### src/bfc_pkg.sv
// ----------------------------------------------------------------------------
// bfc_pkg
// Shared types and constants for the byte FIFO with frame counting.
// ----------------------------------------------------------------------------
package bfc_pkg;

   typedef logic [1:0] op_type;
   typedef logic [7:0] byte_type;
   typedef logic [8:0] count_type;

   // Operation codes carried in the op field of a request item.
   localparam op_type OP_PUT   = 2'd0;
   localparam op_type OP_GET   = 2'd1;
   localparam op_type OP_CLEAN = 2'd2;

   // Result status codes.
   localparam logic STATUS_DONE     = 1'b0;
   localparam logic STATUS_REJECTED = 1'b1;

   // Configuration register map.
   localparam int unsigned CSR_ADDR_W = 3;
   localparam logic [CSR_ADDR_W-1:0] CSR_ADDR_DELIM = 3'd0;
   localparam byte_type DELIM_RESET = 8'd10;

endpackage

### src/bfc_if.sv
// ----------------------------------------------------------------------------
// bfc_if
// Valid/ready channel interfaces for request and response items.
// ----------------------------------------------------------------------------
interface bfc_req_if import bfc_pkg::*; ();
   logic     valid;
   logic     ready;
   op_type   op;
   byte_type data_in;

   modport source (output valid, output op, output data_in, input ready);
   modport sink   (input valid, input op, input data_in, output ready);
endinterface

interface bfc_rsp_if import bfc_pkg::*; ();
   logic      valid;
   logic      ready;
   logic      status;
   byte_type  data_out;
   count_type fill_count;
   logic      is_empty;
   logic      is_full;
   logic      frame_ready;

   modport source (output valid, output status, output data_out, output fill_count,
                   output is_empty, output is_full, output frame_ready, input ready);
   modport sink   (input valid, input status, input data_out, input fill_count,
                   input is_empty, input is_full, input frame_ready, output ready);
endinterface

### src/bfc_csr.sv
// ----------------------------------------------------------------------------
// bfc_csr
// APB register slice holding the frame delimiter byte.
// ----------------------------------------------------------------------------
module bfc_csr import bfc_pkg::*; (
   input  logic                  clock,
   input  logic                  reset,
   input  logic                  csr_psel,
   input  logic                  csr_penable,
   input  logic                  csr_pwrite,
   input  logic [CSR_ADDR_W-1:0] csr_paddr,
   input  logic [31:0]           csr_pwdata,
   output logic [31:0]           csr_prdata,
   output logic                  csr_pready,
   output byte_type              delim
);

   byte_type delim_ff;
   byte_type delim_in;
   logic     hit;

   // The low two address bits do not take part in decode.
   assign hit = (csr_paddr[CSR_ADDR_W-1:2] == CSR_ADDR_DELIM[CSR_ADDR_W-1:2]);

   always_comb begin
      delim_in = delim_ff;
      if (csr_psel && csr_penable && csr_pwrite && hit) begin
         delim_in = csr_pwdata[7:0];
      end
   end

   always_ff @(posedge clock) begin
      if (reset) begin
         delim_ff <= DELIM_RESET;
      end else begin
         delim_ff <= delim_in;
      end
   end

   assign csr_prdata = hit ? {24'd0, delim_ff} : 32'd0;
   assign csr_pready = 1'b1;
   assign delim      = delim_ff;

endmodule

### src/bfc_store.sv
// ----------------------------------------------------------------------------
// bfc_store
// Byte storage array with one write port and one registered read port.
// ----------------------------------------------------------------------------
module bfc_store import bfc_pkg::*; #(
   parameter int unsigned DEPTH = 256,
   parameter int unsigned AW    = 8
) (
   input  logic          clock,
   input  logic          wr_en,
   input  logic [AW-1:0] wr_addr,
   input  byte_type      wr_data,
   input  logic          rd_en,
   input  logic [AW-1:0] rd_addr,
   output byte_type      rd_data
);

   byte_type mem [DEPTH];
   byte_type rd_data_ff;

   always_ff @(posedge clock) begin
      if (wr_en) begin
         mem[wr_addr] <= wr_data;
      end
   end

   // Read data only moves on a read so it holds while the result is stalled.
   always_ff @(posedge clock) begin
      if (rd_en) begin
         rd_data_ff <= mem[rd_addr];
      end
   end

   assign rd_data = rd_data_ff;

endmodule

### src/byte_fifo_with_frame_count_core.sv
// ----------------------------------------------------------------------------
// byte_fifo_with_frame_count_core
// Receive-side byte FIFO that also counts frame delimiters in and out.
// ----------------------------------------------------------------------------
// Usage: each request item on req_ch carries an op (put, get or clean) and a
// byte. Every accepted item produces exactly one response item on rsp_ch with
// the status, the byte removed by a get, and the fill level, empty, full and
// frame-available flags as they stand after that operation.
// The response of an item accepted at a clock edge is presented from the
// cycle after it on. One item is taken per cycle while the receiver does
// not stall the response register.
// The response sits in an output register; req_ch.ready is high whenever that
// register is empty or is being emptied in the same cycle, so a stalled
// receiver holds the response and back-pressures the request side.
// Reset clears both pointers, both frame counters and the response register,
// and sets the delimiter to newline. The byte store is not cleared; a get only
// ever reads entries written since reset, so no clearing pass is needed.
// The delimiter register sits at byte address 0 of the APB-style csr_ port.
// ----------------------------------------------------------------------------
module byte_fifo_with_frame_count_core import bfc_pkg::*; #(
   parameter int unsigned DEPTH = 256
) (
   input  logic                  clock,
   input  logic                  reset,
   bfc_req_if.sink               req_ch,
   bfc_rsp_if.source             rsp_ch,
   input  logic                  csr_psel,
   input  logic                  csr_penable,
   input  logic                  csr_pwrite,
   input  logic [CSR_ADDR_W-1:0] csr_paddr,
   input  logic [31:0]           csr_pwdata,
   output logic [31:0]           csr_prdata,
   output logic                  csr_pready
);

   // Pointers count modulo twice the depth so that full and empty differ.
   localparam int unsigned AW = (DEPTH > 1) ? $clog2(DEPTH) : 1;
   localparam int unsigned PW = $clog2(2 * DEPTH);
   localparam int unsigned FW = $clog2(DEPTH + 1);
   localparam logic [PW-1:0] PTR_LAST  = PW'(2 * DEPTH - 1);
   localparam logic [PW-1:0] PTR_DEPTH = PW'(DEPTH);
   localparam logic [PW:0]   PTR_SPAN  = (PW + 1)'(2 * DEPTH);
   localparam logic [FW-1:0] FILL_FULL = FW'(DEPTH);

   function automatic logic [PW-1:0] ptr_next(input logic [PW-1:0] p);
      return (p == PTR_LAST) ? '0 : p + 1'b1;
   endfunction

   function automatic logic [AW-1:0] ptr_slot(input logic [PW-1:0] p);
      logic [PW-1:0] s;
      s = (p >= PTR_DEPTH) ? p - PTR_DEPTH : p;
      return s[AW-1:0];
   endfunction

   byte_type delim;

   logic [PW-1:0] wptr_ff, wptr_in;
   logic [PW-1:0] rptr_ff, rptr_in;
   byte_type      frames_in_ff, frames_in_in;
   byte_type      frames_out_ff, frames_out_in;
   logic          rsp_valid_ff, rsp_valid_in;
   logic          status_ff, status_in;
   logic          got_ff, got_in;
   logic          bump_pending_ff, bump_pending_in;

   logic          accept;
   logic [PW:0]   fill_wide;
   logic [FW-1:0] fill;
   logic [FW+8:0] fill_ext;
   logic          empty;
   logic          full;
   logic          put_ok;
   logic          get_ok;
   logic          clean_ok;
   byte_type      rd_data;
   byte_type      frames_out_eff;

   bfc_csr u_csr (
      .clock       (clock),
      .reset       (reset),
      .csr_psel    (csr_psel),
      .csr_penable (csr_penable),
      .csr_pwrite  (csr_pwrite),
      .csr_paddr   (csr_paddr),
      .csr_pwdata  (csr_pwdata),
      .csr_prdata  (csr_prdata),
      .csr_pready  (csr_pready),
      .delim       (delim)
   );

   bfc_store #(
      .DEPTH (DEPTH),
      .AW    (AW)
   ) u_store (
      .clock   (clock),
      .wr_en   (put_ok),
      .wr_addr (ptr_slot(wptr_ff)),
      .wr_data (req_ch.data_in),
      .rd_en   (get_ok),
      .rd_addr (ptr_slot(rptr_ff)),
      .rd_data (rd_data)
   );

   // The pointers only move when an item is accepted, so the fill level taken
   // from the pointer registers is at once the level seen by the next item and
   // the level after the item whose response is currently held.
   assign fill_wide = (wptr_ff >= rptr_ff) ? {1'b0, wptr_ff} - {1'b0, rptr_ff}
                                           : {1'b0, wptr_ff} + PTR_SPAN - {1'b0, rptr_ff};
   assign fill      = fill_wide[FW-1:0];
   assign empty     = (fill == '0);
   assign full      = (fill == FILL_FULL);

   assign req_ch.ready = !rsp_valid_ff || rsp_ch.ready;
   assign accept       = req_ch.valid && req_ch.ready;

   always_comb begin
      put_ok    = 1'b0;
      get_ok    = 1'b0;
      clean_ok  = 1'b0;
      status_in = STATUS_DONE;
      unique case (req_ch.op)
         OP_PUT: begin
            put_ok    = accept && !full;
            status_in = full ? STATUS_REJECTED : STATUS_DONE;
         end
         OP_GET: begin
            get_ok    = accept && !empty;
            status_in = empty ? STATUS_REJECTED : STATUS_DONE;
         end
         OP_CLEAN: begin
            clean_ok = accept;
         end
         default: begin
            status_in = STATUS_DONE;
         end
      endcase
   end

   // The byte removed by a get arrives from the store's read register in the
   // cycle after the get, so the matching bump of the outgoing frame counter
   // is held as a pending term and folded into the counter at the following edge.
   assign frames_out_eff = frames_out_ff
                         + byte_type'(bump_pending_ff && (rd_data == delim));

   always_comb begin
      wptr_in         = put_ok ? ptr_next(wptr_ff) : wptr_ff;
      rptr_in         = get_ok ? ptr_next(rptr_ff) : (clean_ok ? wptr_ff : rptr_ff);
      frames_in_in    = frames_in_ff
                      + byte_type'(put_ok && (req_ch.data_in == delim));
      frames_out_in   = frames_out_eff;
      bump_pending_in = get_ok;
      got_in          = accept ? get_ok : got_ff;
      rsp_valid_in    = accept ? 1'b1 : (rsp_ch.ready ? 1'b0 : rsp_valid_ff);
   end

   always_ff @(posedge clock) begin
      if (reset) begin
         wptr_ff         <= '0;
         rptr_ff         <= '0;
         frames_in_ff    <= '0;
         frames_out_ff   <= '0;
         bump_pending_ff <= 1'b0;
         got_ff          <= 1'b0;
         rsp_valid_ff    <= 1'b0;
      end else begin
         wptr_ff         <= wptr_in;
         rptr_ff         <= rptr_in;
         frames_in_ff    <= frames_in_in;
         frames_out_ff   <= frames_out_in;
         bump_pending_ff <= bump_pending_in;
         got_ff          <= got_in;
         rsp_valid_ff    <= rsp_valid_in;
      end
   end

   always_ff @(posedge clock) begin
      if (accept) begin
         status_ff <= status_in;
      end
   end

   // The fill count port is nine bits; deeper configurations keep the low bits.
   assign fill_ext = {9'd0, fill};

   assign rsp_ch.valid       = rsp_valid_ff;
   assign rsp_ch.status      = status_ff;
   assign rsp_ch.data_out    = got_ff ? rd_data : 8'd0;
   assign rsp_ch.fill_count  = fill_ext[8:0];
   assign rsp_ch.is_empty    = empty;
   assign rsp_ch.is_full     = full;
   assign rsp_ch.frame_ready = (frames_in_ff != frames_out_eff);

endmodule

### src/flat_wrapper.sv
// flat-port wrapper written by rule: the top's interface ports become plain ports
module byte_fifo_with_frame_count_core_flat import bfc_pkg::*;
#(
   parameter int unsigned DEPTH = 256
)
  (clock, reset, csr_psel, csr_penable, csr_pwrite, csr_paddr, csr_pwdata, csr_prdata, csr_pready, req_ch_valid, req_ch_op, req_ch_data_in, req_ch_ready, rsp_ch_valid, rsp_ch_status, rsp_ch_data_out, rsp_ch_fill_count, rsp_ch_is_empty, rsp_ch_is_full, rsp_ch_frame_ready, rsp_ch_ready);
  bfc_req_if req_ch_i ();
  bfc_rsp_if rsp_ch_i ();
  input  logic clock;
  input  logic reset;
  input  logic csr_psel;
  input  logic csr_penable;
  input  logic csr_pwrite;
  input  logic [CSR_ADDR_W-1:0] csr_paddr;
  input  logic [31:0] csr_pwdata;
  output logic [31:0] csr_prdata;
  output logic csr_pready;
  input wire logic [$bits(req_ch_i.valid)-1:0] req_ch_valid;
  input wire logic [$bits(req_ch_i.op)-1:0] req_ch_op;
  input wire logic [$bits(req_ch_i.data_in)-1:0] req_ch_data_in;
  output wire logic [$bits(req_ch_i.ready)-1:0] req_ch_ready;
  output wire logic [$bits(rsp_ch_i.valid)-1:0] rsp_ch_valid;
  output wire logic [$bits(rsp_ch_i.status)-1:0] rsp_ch_status;
  output wire logic [$bits(rsp_ch_i.data_out)-1:0] rsp_ch_data_out;
  output wire logic [$bits(rsp_ch_i.fill_count)-1:0] rsp_ch_fill_count;
  output wire logic [$bits(rsp_ch_i.is_empty)-1:0] rsp_ch_is_empty;
  output wire logic [$bits(rsp_ch_i.is_full)-1:0] rsp_ch_is_full;
  output wire logic [$bits(rsp_ch_i.frame_ready)-1:0] rsp_ch_frame_ready;
  input wire logic [$bits(rsp_ch_i.ready)-1:0] rsp_ch_ready;
  assign req_ch_i.valid = req_ch_valid;
  assign req_ch_i.op = req_ch_op;
  assign req_ch_i.data_in = req_ch_data_in;
  assign req_ch_ready = req_ch_i.ready;
  assign rsp_ch_valid = rsp_ch_i.valid;
  assign rsp_ch_status = rsp_ch_i.status;
  assign rsp_ch_data_out = rsp_ch_i.data_out;
  assign rsp_ch_fill_count = rsp_ch_i.fill_count;
  assign rsp_ch_is_empty = rsp_ch_i.is_empty;
  assign rsp_ch_is_full = rsp_ch_i.is_full;
  assign rsp_ch_frame_ready = rsp_ch_i.frame_ready;
  assign rsp_ch_i.ready = rsp_ch_ready;
  byte_fifo_with_frame_count_core #(.DEPTH(DEPTH)) u_core (.clock(clock), .reset(reset), .req_ch(req_ch_i), .rsp_ch(rsp_ch_i), .csr_psel(csr_psel), .csr_penable(csr_penable), .csr_pwrite(csr_pwrite), .csr_paddr(csr_paddr), .csr_pwdata(csr_pwdata), .csr_prdata(csr_prdata), .csr_pready(csr_pready));
endmodule
### config.mk
export PLATFORM = sky130hd
export DESIGN_NAME = byte_fifo_with_frame_count_core_flat
export DESIGN_NICKNAME = d
export VERILOG_FILES = /design/src/bfc_pkg.sv /design/src/bfc_if.sv /design/src/bfc_csr.sv /design/src/bfc_store.sv /design/src/byte_fifo_with_frame_count_core.sv /design/src/flat_wrapper.sv
export SDC_FILE = /design/constraint.sdc
export NUM_CORES = 2
export LEC_CHECK = 0
export BUFFER_PORTS_ARGS = -buffer_cell sky130_fd_sc_hd__buf_2
export CAP_MARGIN = 20
export CORE_ASPECT_RATIO = 1.1
export CORE_MARGIN = 4
export CORE_UTILIZATION = 50
export CTS_CLUSTER_DIAMETER = 30
export CTS_CLUSTER_SIZE = 25
export DETAILED_ROUTE_END_ITERATION = 16
export GPL_TIMING_DRIVEN = 0
export MAX_ROUTING_LAYER = met4
export PLACE_DENSITY = 0.66
export SYNTH_ARGS = -nofsm -noshare
export SYNTH_HDL_FRONTEND = slang
export SYNTH_SLANG_ARGS = --single-unit
### constraint.sdc
create_clock -name clock -period 11.7 [get_ports clock]
set_input_delay 0.585 -clock clock [delete_from_list [all_inputs] [get_ports clock]]
set_output_delay 0.585 -clock clock [all_outputs]
set_load 0.01 [all_outputs]
# Yosys cells after proc, flatten, opt, wreduce, memory -nomap -nowiden
# Memory sizes are Yosys's and may differ from the RTL's. A register that Yosys moved wholly into a read port is not among the register bits.
# Cells that the tools add are included.
[word_totals] out_inout_bits=56 ram_bits=2048 ff_bits=46 n_memories=1 elab_cells=66
[memory_table] memory="u_core.u_store.mem" depth=256 width=8 read_ports=1 rd_ports_with_merged_regs=1 wr=1 line_no="bfc_store.sv:18" rtl="byte_type mem [DEPTH];"
[classes] bitwise=1 n_reduce_logical=16 n_eq_ne=8 addsub=9 n_mux=19 magnitude_cmp=3
[ops] op="$mux 9" n=5
[ops] op="$mux 8" n=4
[ops] op="$add 9x1->9 const B" n=3
[ops] op="$eq 9x9->1 const B" n=3
[ops] op="$ge 9x9->1 const B" n=2
[ops] op="$sub 9x9->9" n=2
[ops] op="$add 8x1->8" n=2
[ops] op="$eq 8x8->1" n=2
[ops] op="$sub 8x1->8 const B" n=2
[ops] op="$ge 9x9->1" n=1
[ops] op="$logic_not 9->1" n=1
[ops] op="$mux 1" n=9
[ops] op="$logic_and 1x1->1" n=8
[ops] op="$ne 8x8->1" n=1
[ops] op="$reduce_bool 2->1" n=2
[ops] op="$logic_not 1->1" n=3
[ops] op="$eq 2x1->1 const B" n=1
[ops] op="$eq 2x2->1 const B" n=1
[ops] op="$logic_not 2->1" n=1
[ops] op="$pmux 1 s2" n=1
[ops] op="$logic_or 1x1->1" n=1
[ops] op="$not 1->1" n=1

# Logic depth before layout (Yosys ltp)
[logic_depth] ltp_word=9 ltp_mapped=19 ltp_nobuf=15

# Modules after synthesis
# A second synthesis with hierarchy kept.
[unflattened] cells_unflattened=4114 area_unflattened_um2=82872.0
[by_module_without_submodules] module="bfc_store" area_per_inst_um2=79636.4 n_inst=1 cells_each=3733
[by_module_without_submodules] module="byte_fifo_with_frame_count_core" area_per_inst_um2=2615.0 n_inst=1 cells_each=311
[by_module_without_submodules] module="bfc_csr" area_per_inst_um2=620.6 n_inst=1 cells_each=70

# Worst setup path after synthesis
# Ideal clock, no wire load.
[synth_timing] path_kind="reg2reg" from="reg u_core.rptr_ff[1]" to="reg u_core.frames_in_ff[6]" setup_ps=128 slack_ps=7652 t_required_ps=11572 t_arrival_ps=3921 n_path_buf=5 stages_incl_launch_ff=20 path_cell_list="dfxtp_1 buf_2 buf_2 buf_1 buf_2 inv_1 ha_1 nand2b_1 a211oi_2 or3_1 a2111o_1 or2_4 o21ai_2 buf_6 nor3_1 ha_1 ha_1 nand3_1 xor2_1 nor2_1"
[synth_between] elab_chain_len=8
[synth_rtl] element="from (decl)" line_no="byte_fifo_with_frame_count_core.sv:58" rtl="logic [PW-1:0] rptr_ff, rptr_in;"
[synth_rtl] element="from (signal assigned)" line_no="byte_fifo_with_frame_count_core.sv:167" rtl="rptr_ff <= rptr_in;"
[synth_rtl] element="$sub 9x9->9, or another cell as far along" line_no="byte_fifo_with_frame_count_core.sv:108" rtl=": {1'b0, wptr_ff} + PTR_SPAN - {1'b0, rptr_ff};"
[synth_rtl] element="$mux 9 (*)" line_no="byte_fifo_with_frame_count_core.sv:107" rtl="assign fill_wide = (wptr_ff >= rptr_ff) ? {1'b0, wptr_ff} - {1'b0, rptr_ff}"
[synth_rtl] element="$eq 9x9->1 (*)" line_no="byte_fifo_with_frame_count_core.sv:111" rtl="assign full = (fill == FILL_FULL);"
[synth_rtl] element="$logic_not 1->1 (*)" line_no="byte_fifo_with_frame_count_core.sv:123" rtl="put_ok = accept && !full;"
[synth_rtl] element="$logic_and 1x1->1 (*)" line_no="byte_fifo_with_frame_count_core.sv:123"
[synth_rtl] element="$mux 1 (*)" line_no="byte_fifo_with_frame_count_core.sv:121" rtl="unique case (req_ch.op)"
[synth_rtl] element="$logic_and 1x1->1 (*)" line_no="byte_fifo_with_frame_count_core.sv:149" rtl="+ byte_type'(put_ok && (req_ch.data_in == delim));"
[synth_rtl] element="$add 8x1->8 (*)" line_no="byte_fifo_with_frame_count_core.sv:149"
[synth_rtl] element="to (signal assigned)" line_no="byte_fifo_with_frame_count_core.sv:168" rtl="frames_in_ff <= frames_in_in;"
[synth_rtl] element="to (decl)" line_no="byte_fifo_with_frame_count_core.sv:59" rtl="byte_type frames_in_ff, frames_in_in;"
# Every way passes the cells marked *; elsewhere a longest branch is shown, timed or not.
# A chain may end at the register's enable or synchronous reset.

# Final worst setup path
[layout_timing] from="reg u_core.rptr_ff[1]" to="mem u_core.u_store.mem[103][6] (netlist bit) (enable)"
[layout_between] elab_chain_len=8
[layout_rtl] element="$sub 9x9->9, or another cell as far along" line_no="byte_fifo_with_frame_count_core.sv:108"
[layout_rtl] element="$mux 9 (*)" line_no="byte_fifo_with_frame_count_core.sv:107"
[layout_rtl] element="$eq 9x9->1 (*)" line_no="byte_fifo_with_frame_count_core.sv:111"
[layout_rtl] element="$logic_not 1->1 (*)" line_no="byte_fifo_with_frame_count_core.sv:123"
[layout_rtl] element="$logic_and 1x1->1 (*)" line_no="byte_fifo_with_frame_count_core.sv:123"
[layout_rtl] element="$mux 1 (*)" line_no="byte_fifo_with_frame_count_core.sv:121"
[layout_rtl] element="$mux 1 (*)" line_no="bfc_store.sv:22" rtl="if (wr_en) begin"
[layout_rtl] element="$mux 1 (not written as such) (*)" line_no="bfc_store.sv:23" rtl="mem[wr_addr] <= wr_data;"
[layout_rtl] element="to (decl)" line_no="bfc_store.sv:18"
# Marked as above.

==> summary.txt <==
Final layout
  – Leading cell types in the layout, fill and taps excluded: 2,057 x edfxtp_1, 536 x mux4_2, 385 x clkbuf_16
  – Area overhead of the layout relative to synthesis: 20.5%
  – Final cell utilization of the core: 0.606
  – Leading cell type in the layout, fill and taps excluded: edfxtp_1
  – Share of post-route cells with drive strength above 1: 0.296
  – Final-layout fill cell count: 11,337
  – Net count of the finished layout: 4,564

Global route
  – Met3 usage: 0.0824
  – Vias in the first global route: 44,213
  – Total track usage: 0.283
  – GR met2 Demand/Resource: 0.415
  – Congestion Overflow GR: 0
  – Maximum number of pins on one net before global-route repair: 176
  – Antenna violations before repair: 9
  – Global-route met1 utilization: 0.372
  – Global-route wire length before repair: 331,000 um
  – Busiest layer in global routing: met2

Clocking
  – Number of levels the H-tree was split into: 5
  – Clock latency on the worst-skew pair: 980 ps
  – Reg clk slew, reported paths: 50 ps
  – Count of clock tree sinks: 2,102
  – Maximum clock insertion buffer count: 4
  – Clock tree from TritonCTS: built
  – Number of clock buffers inserted by TritonCTS: 382
  – Post-CTS Setup Inserts: 0
  – CTS Root Buffer Type: clkbuf_16

Yosys
  – Number of enable-type register cells in the synthesized netlist: 2,057
  – Area of the mapped netlist: 82,500 um^2
  – Area share of the largest cell type after synthesis: 0.748
  – Top flip-flop cell by instance count after synthesis: edfxtp_1
  – Post-synthesis sequential element count: 2,102
  – YS warnings: 0
  – Sequential fraction of the synthesis area: 0.759
  – Largest cells by area after synthesis: edfxtp_1 75%, mux4_2 15%, nor2_1 1.4%, mux2i_1 1.2%, dfxtp_1 1.1%
  – Post-synthesis cell type with the largest combined area: edfxtp_1
  – Cells after synthesis: 3,977
  – Average size of a mapped cell: 20.8 um^2
  – Post-synth cell types: 75
  – Proportion of register bits with asynchronous set or reset after synthesis: 0

Floorplanning
  – Chip Height: 434 um
  – Die Footprint: 172,000 um^2
  – Top-level port count: 108
  – # rows: 156
  – Die width: 395 um
  – Placeable core area: 164,000 um^2
  – Starting utilization of the core area: 0.503

Timing
  – Fin Hold WS: 86.4 ps
  – Setup repair after global routing missed its margin: false
  – Min setup slack post-route: 4650 ps
  – Total negative slack for setup checks: 0 ps
  – Slew headroom: 0.188
  – Setup skew after layout: 75.0 ps
  – Hold violation total from the final report: 0
  – Period minus WS final: 7050 ps
  – Final period utilization: 0.602
  – Setup violators final: 0
  – Actual transition at the worst max-transition pin: 1210 ps
  – Max-slew violations: 0
  – Max Clock Freq: 0.142 GHz

Power
  – Clock network power share: 0.539
  – Total net switching power: 0.00449 W
  – Net Sw Frac: 0.221
  – Combinational power share: 0.054
  – Total power draw: 0.0203 W
  – Total internal power: 0.0158 W
  – Cell Pwr Density: 204 nW/um^2
  – Sequential Power Share: 0.408
  – Largest voltage drop on the vdd net: 0.168 mV
  – Leak pwr: 31.4 nW

Drt
  – Starting DRT DRC Count: 6,358
  – Average wire length per cell after detail routing: 33.5 um
  – Detailed-route wire length: 235,000 um
  – Via count of the routed design: 44,302
  – Number of vias per cell after detailed routing: 6.32
  – Pre-Repair DR Iteration Count: 7
  – Post-route antenna net violation count: 0
  – DRC errors left: 0

Setup path
  – WP data arrival: 7570 ps
  – Worst-path maximum fanout: 10
  – Cell breakdown of the critical path: buf_2 -> buf_2 -> buf_1 -> buf_8 -> buf_2 -> inv_1 -> ha_1 -> nand2b_1 -> a211oi_2 -> o2111ai_1 -> o211ai_4 -> o31a_2 -> nand3_1 -> buf_4 -> nor2_1
  – Critical-path cell with the highest stage delay: nor2_1
  – Critical path endpoint category: register
  – Crit-path max cell delay: 900 ps
  – Critical setup path kind: register to register
  – Worst EP required: 12,220 ps
  – Combined buffer and inverter count along the critical path: 7
  – Startpoint class of the critical path: register
  – Most prevalent standard cell on the critical path: buf_2
  – Top delay family on crit path: buffers and inverters

Placed design
  – Detail Placement HPWL: 150,000 um
  – Final weighted congestion in routability-driven placement: 0.958
  – Worst setup timing slack at the placement stage: 4910 ps
  – Count of input and output buffers: 55

Job
  – Max-cap viol count: 0

Worst hold path
  – Type of the worst min-delay path: primary input to register

Run status
  – Outcome: complete, no violations
[path summary, 6_finish.rpt]
path / endpoint / startpoint / slack [ps] / cells after the start
max: u_core.u_store.mem[103][6] / u_core.rptr_ff[1] / 4650 / 15
min: u_core.u_store.mem[179][5] / req_ch_data_in[5] / 90 / 1
max reg2reg: u_core.u_store.mem[103][6] / u_core.rptr_ff[1] / 4650 / 15
min reg2reg: u_core.u_csr.delim[6] / u_core.u_csr.delim[6] / 520 / 2
[timing repair]
item	CTS	global route
resized for setup	0	0
endpoints found under the hold margin	10	0
hold buffers	11	0
[flip-flops by register name (all words and copies together) (netlist names)]
name / flops
u_core.u_store.mem: 2048
u_core.rptr_ff: 9
u_core.wptr_ff: 9
u_core.frames_in_ff: 8
u_core.frames_out_ff: 8
u_core.u_csr.delim: 8
u_core.u_store.rd_data: 8
u_core.bump_pending_ff: 1
u_core.got_ff: 1
u_core.rsp_ch.status: 1
u_core.rsp_ch.valid: 1
[final cells by class]
type	count	area, um^2	share of cell area
Clock buffer	412	9760	0.0981
Inverter	19	71.3	0.000717
Tap cell	2212	2770	0.0278
Multi-Input combinational cell	1633	18600	0.187
Sequential cell	2102	62700	0.630
Antenna cell	5	12.5	0.000126
Clock inverter	273	3050	0.0307
Buffer	246	1280	0.0129
Timing Repair Buffer	108	1200	0.0121
[metrics by stage]
| stage | cells | instance area, um^2 |
|---|---|---|
| after floorplan | 4000 | 82600 |
| after global placement | 6267 | 85700 |
| after detailed placement | 6304 | 86400 |
| after CTS | 7000 | 99400 |
| after global routing | 7010 | 99400 |
| final | 7010 | 99400 |
[synthesized netlist by cell type, types with 14 or more instances]
cell type and number:
mux4_2 536, buf_1 14, edfxtp_1 2057, dfxtp_1 45
clkbuf_1 110, xnor2_1 21, mux2i_1 98, xor2_1 22
ha_1 19, o21ai_0 40, nand4_1 15, a22oi_1 52
o221ai_1 42, buf_6 14, nor2b_1 23, inv_1 15
nor2_1 315, nand3_1 37, nand2_1 139, buf_4 46
a21oi_1 98, buf_2 62
[logic make-up after synthesis]
family,synth area share
DFF,0.759
muxes,0.158
and+or+nand+nor,0.0338
AOI/OAI and AO/OA,0.0245
buffers and inverters,0.0164
xor gates and xnor gates,0.00456
adders and majority gates,0.00312
other,0.0000910
[power groups by stage]
| stage | Clock, W | Sequential [W] | Combinational, W |
|---|---|---|---|
| detailed placement | 0 | 0.00843 | 0.00108 |
| CTS | 0.0110 | 0.00829 | 0.00109 |
| global placement | 0 | 0.00846 | 0.00105 |
| global route | 0.0114 | 0.00828 | 0.00114 |
| floorplan | 0 | 0.00843 | 0.000635 |
| finish | 0.0109 | 0.00829 | 0.00109 |
[layer usage]
layer | vias to the layer above | part of all wire
met4 | 0 | 0.047
li1 | 17618 | -
met1 | 23214 | 0.38
met2 | 2918 | 0.46
met3 | 552 | 0.11
met5 | - | 0
No activity file was read; power rests on OpenSTA's default activity.
